### src/rtl/chm_pkg.sv
package chm_pkg;

  localparam int unsigned MaxBucketsDef = 256;
  localparam int unsigned NodePoolDef   = 512;

  typedef enum logic [1:0] {
    ActInsert = 2'd0,
    ActGet    = 2'd1,
    ActRemove = 2'd2,
    ActClear  = 2'd3
  } action_e;

  typedef struct packed {
    logic        found;
    logic [63:0] value;
    logic        pool_full;
  } res_t;

endpackage

### src/rtl/chm_mod.sv
module chm_mod import chm_pkg::*; #(
  parameter int unsigned BW = 8
) (
  input  logic          clk_i,
  input  logic          rst_ni,
  input  logic          start_i,
  input  logic [63:0]   key_i,
  input  logic [BW:0]   n_i,
  output logic          done_o,
  output logic [BW-1:0] rem_o
);

  logic [BW:0]   r_q, r_d;
  logic [BW:0]   d_q;
  logic [5:0]    cnt_q;
  logic          busy_q;
  logic [BW+1:0] sh;
  logic [BW+1:0] tr;

  // one key bit per cycle: restoring remainder
  assign sh  = {r_q, key_i[6'd63 - cnt_q]};
  assign tr  = sh - {1'b0, d_q};
  assign r_d = tr[BW+1] ? sh[BW:0] : tr[BW:0];

  always_ff @(posedge clk_i or negedge rst_ni) begin
    if (!rst_ni) begin
      busy_q <= 1'b0;
      cnt_q  <= '0;
      done_o <= 1'b0;
    end else begin
      done_o <= 1'b0;
      if (start_i) begin
        busy_q <= 1'b1;
        cnt_q  <= '0;
      end else if (busy_q) begin
        cnt_q <= cnt_q + 6'd1;
        if (cnt_q == 6'd63) begin
          busy_q <= 1'b0;
          done_o <= 1'b1;
        end
      end
    end
  end

  always_ff @(posedge clk_i) begin
    if (start_i) begin
      r_q <= '0;
      d_q <= n_i;
    end else if (busy_q) begin
      r_q <= r_d;
    end
  end

  assign rem_o = r_q[BW-1:0];

endmodule

### config.mk
export PLATFORM = sky130hd
export DESIGN_NAME = chm_mod
export DESIGN_NICKNAME = d
export VERILOG_FILES = /design/src/rtl/chm_pkg.sv /design/src/rtl/chm_mod.sv
export SDC_FILE = /design/constraint.sdc
export NUM_CORES = 1
export LEC_CHECK = 0
export BUFFER_PORTS_ARGS = -buffer_cell sky130_fd_sc_hd__buf_2
export CORE_MARGIN = 5
export CORE_UTILIZATION = 46
export CTS_BUF_LIST = sky130_fd_sc_hd__clkbuf_4 sky130_fd_sc_hd__clkbuf_8
export CTS_CLUSTER_SIZE = 24
export DETAILED_ROUTE_END_ITERATION = 8
export PLACE_DENSITY_LB_ADDON = 0.25
export SYNTH_ARGS = -nofsm -noshare
export SYNTH_HDL_FRONTEND = slang
export SYNTH_SLANG_ARGS = --single-unit
export TNS_END_PERCENT = 30
### constraint.sdc
create_clock -name clk_i -period 4 [get_ports clk_i]
set_clock_uncertainty 0.05 [all_clocks]
set_input_delay 0.4 -clock clk_i [delete_from_list [all_inputs] [get_ports clk_i]]
set_output_delay 0.4 -clock clk_i [all_outputs]
set_load 0.02 [all_outputs]
==> metrics.yaml <==
status: "completed"
min_period_ns: 3.88
placed_cell_area_um2: 2520
antenna_found_initial: 0
yosys_warnings: 0
cp.required_ns: 4.13
avgSynthCellArea_um2: 10.9
nets: 366
rsz0062_at_grt: "true"
syn-instance-count: 199
drc: 0
htreeDepth: 1
final_util: 0.572
slew_headroom: 0.453
synth_edf_count: 9
drt_iter0_drc: 97
vias_per_cell: 5.55
cp_common_cell: "mux4_2"
die_h_um: 78.6
power_w: 0.000974
hold_class: "input pin to register"
cts.sinks: 26
wirelength_um: 5140
rr_endpoint: "r_q[8]"
maxSlewViolCount: 0
fin_crit_sh: 0.971
syn_to_final_growth_pct: 22.3
path_cells: "mux4_2 > mux4_2 > mux4_2 > inv_1 > ha_1 > inv_1 > fa_2 > a21oi_2 > o21ai_1 > a2111o_1 > nand4_1 > o211ai_1 > a311oi_1"
num_rows: 25
cp_max_fo: 7
syn-num-nets: 286
synth_cell_types: 46
die_w_um: 78.6
crit_slowest_cell: "mux4_2"
worstRegToRegCells: 13
grt_pass1_wl_um: 8270
final_antenna_net_count: 0
dp_hpwl_um: 3890
multi_input_area_um2: 1300
wl_per_cell_um: 15.5
critPathLaunchType: "register"
fillCellCount: 413
final_common_cell: "buf_2"
powerDensity_nw_per_um2: 368
grt_usage: 0.163
worst_slack_ns: 0.115
cts.clk_slew.worst_paths_ns: 0.09
regArea_um2: 652
finalInstanceArea_um2: 2650
max-cap-violations: 0
holdPathStages: 1
clockBufferDepth: 2
dp_slack_ns: -0.0538
timing_hold_violations_final: 0
final_cell_mix: "buf_2 (84), nor2_1 (18), mux4_2 (14)"
clock_latency_ns: 0.27
core_um2: 4630
end_kind: "register"
ys_async_sr_fraction: 0.308
netlist_area_um2: 2160
worstMarginPinSlew_ns: 0.820
grt_max_degree: 28
setup_viol_count_final: 0
die_area_um2: 6170
crit_arrival_ns: 4.02
ios: 85
grt_pass1_vias: 1854
cts_tree: "built"
slowest_delay_ns: 0.53
peakVddDrop_uv: 225
rrSetupSlack_ns: 0.12
reg2reg_from: "cnt_q[0]"
antennaDiodeCount: 0
drive_above_1_share: 0.442
place.gp.congestion: 0.867
start_util: 0.467
synth_top_flop_cell: "edfxtp_1"
criticalPathCategory: "register to register"
hold_end: "d_q[6]"
dr.pass1.iters: 6
port_buffers: 84
p_leak_nw: 1.21
timing.fmax_mhz: 257
holdCritStartpoint: "n_i[6]"
grt.overflow.total: 0
root_buffer: "clkbuf_8"
vias: 1842
yosysSeqAreaShare: 0.301
cts_made_buffers: 3
hold_slack_ns: 0.248
ys_ff_latch: 26
## how the worst max path moves through the flow
| stage | start | endpoint | slack (ns) | cells after the start |
|---|---|---|---|---|
| 5_1_grt | cnt_q[0] | r_q[8] | -0.1 | 13 |
| 3_3_place_gp | cnt_q[0] | r_q[8] | 0.03 | 13 |
| 3_5_place_dp | cnt_q[0] | r_q[1] | -0.05 | 11 |
| 2_1_floorplan | cnt_q[0] | r_q[8] | 0.24 | 14 |
| 6_report | cnt_q[0] | r_q[8] | 0.12 | 13 |
| 4_1_cts | cnt_q[0] | r_q[8] | 0.03 | 13 |
## per-layer routing
metal | global-route usage | up-vias | wire (um)
met3 | 0.0275 | 4 | 291
met1 | 0.232 | 865 | 2260
met5 | 0 | - | 0
met4 | 0.0350 | 0 | 47
met2 | 0.261 | 66 | 2540
li1 | - | 907 | -
## per-stage QoR
| step | instances | setup TNS, ns |
|---|---|---|
| CTS | 327 | 0 |
| detailed placement | 322 | -0.128 |
| global route | 332 | -0.0987 |
| global placement | 322 | 0 |
| floorplan | 199 | 0 |
| finish | 332 | 0 |
## registers in the layout, summed over array words and instances (netlist names)
name	flops
busy_q	1
r_q	9
done_o	1
d_q	9
cnt_q	6
## cell type report
cell class                 instances  area share
inverter                          12      0.0170
clock buffer                       4      0.0208
timing repair buffer              94       0.200
multi-input combinational        142       0.491
sequential                        26       0.246
tap                               54      0.0255
## where the power goes
group,internal (W),switching (W)
Sequential,0.000308,0.0000385
Combinational,0.000224,0.000232
Clock,0.0000880,0.0000822
## cell usage after synthesis, drive strengths merged, types with 6 or more instances
cell type  number  area (um^2)
a21oi           7         35.0
a311oi          6         52.6
buf            13          104
clkbuf          6         72.6
dfrtp           8          200
dfxtp           9          180
edfxtp          9          270
ha             10          125
inv            12         45.0
mux4           18          432
nand2           7         26.3
nand3          12         60.1
nor2           18         67.6
o21ai           8         40.0
xor2            7         61.3
## repair_timing
item	in CTS	in global routing
hold buffers	1	0
pin swaps	0	1
setup endpoints to repair	3	6
hold endpoints to repair	8	0
cloned	0	1
gates resized for setup	2	8
buffers inserted	0	4
## cells by family (layout without fill, tap and decap cells)
group	after synthesis	in the layout	synth area share
AND/OR/NAND/NOR	57	57	0.131
AO/OA/AOI/OAI	42	42	0.134
buffers and inverters	31	110	0.102
flip-flops	26	26	0.301
multiplexers	22	22	0.224
adder cells (fa/ha/maj)	11	11	0.0671
XOR/XNOR	10	10	0.0405
## critical path, delay by kind of cell, from the launching register on
| family | cells | cell delay, ns |
|---|---|---|
| buffers and inverters | 2 | 0.13 |
| AOI/OAI and AO/OA | 5 | 1.01 |
| DFF | 1 | 0.51 |
| adders and majority gates | 2 | 0.51 |
| and+or+nand+nor | 1 | 0.11 |
| muxes | 3 | 1.48 |
Note: power is estimated with default switching activity, not from simulation.
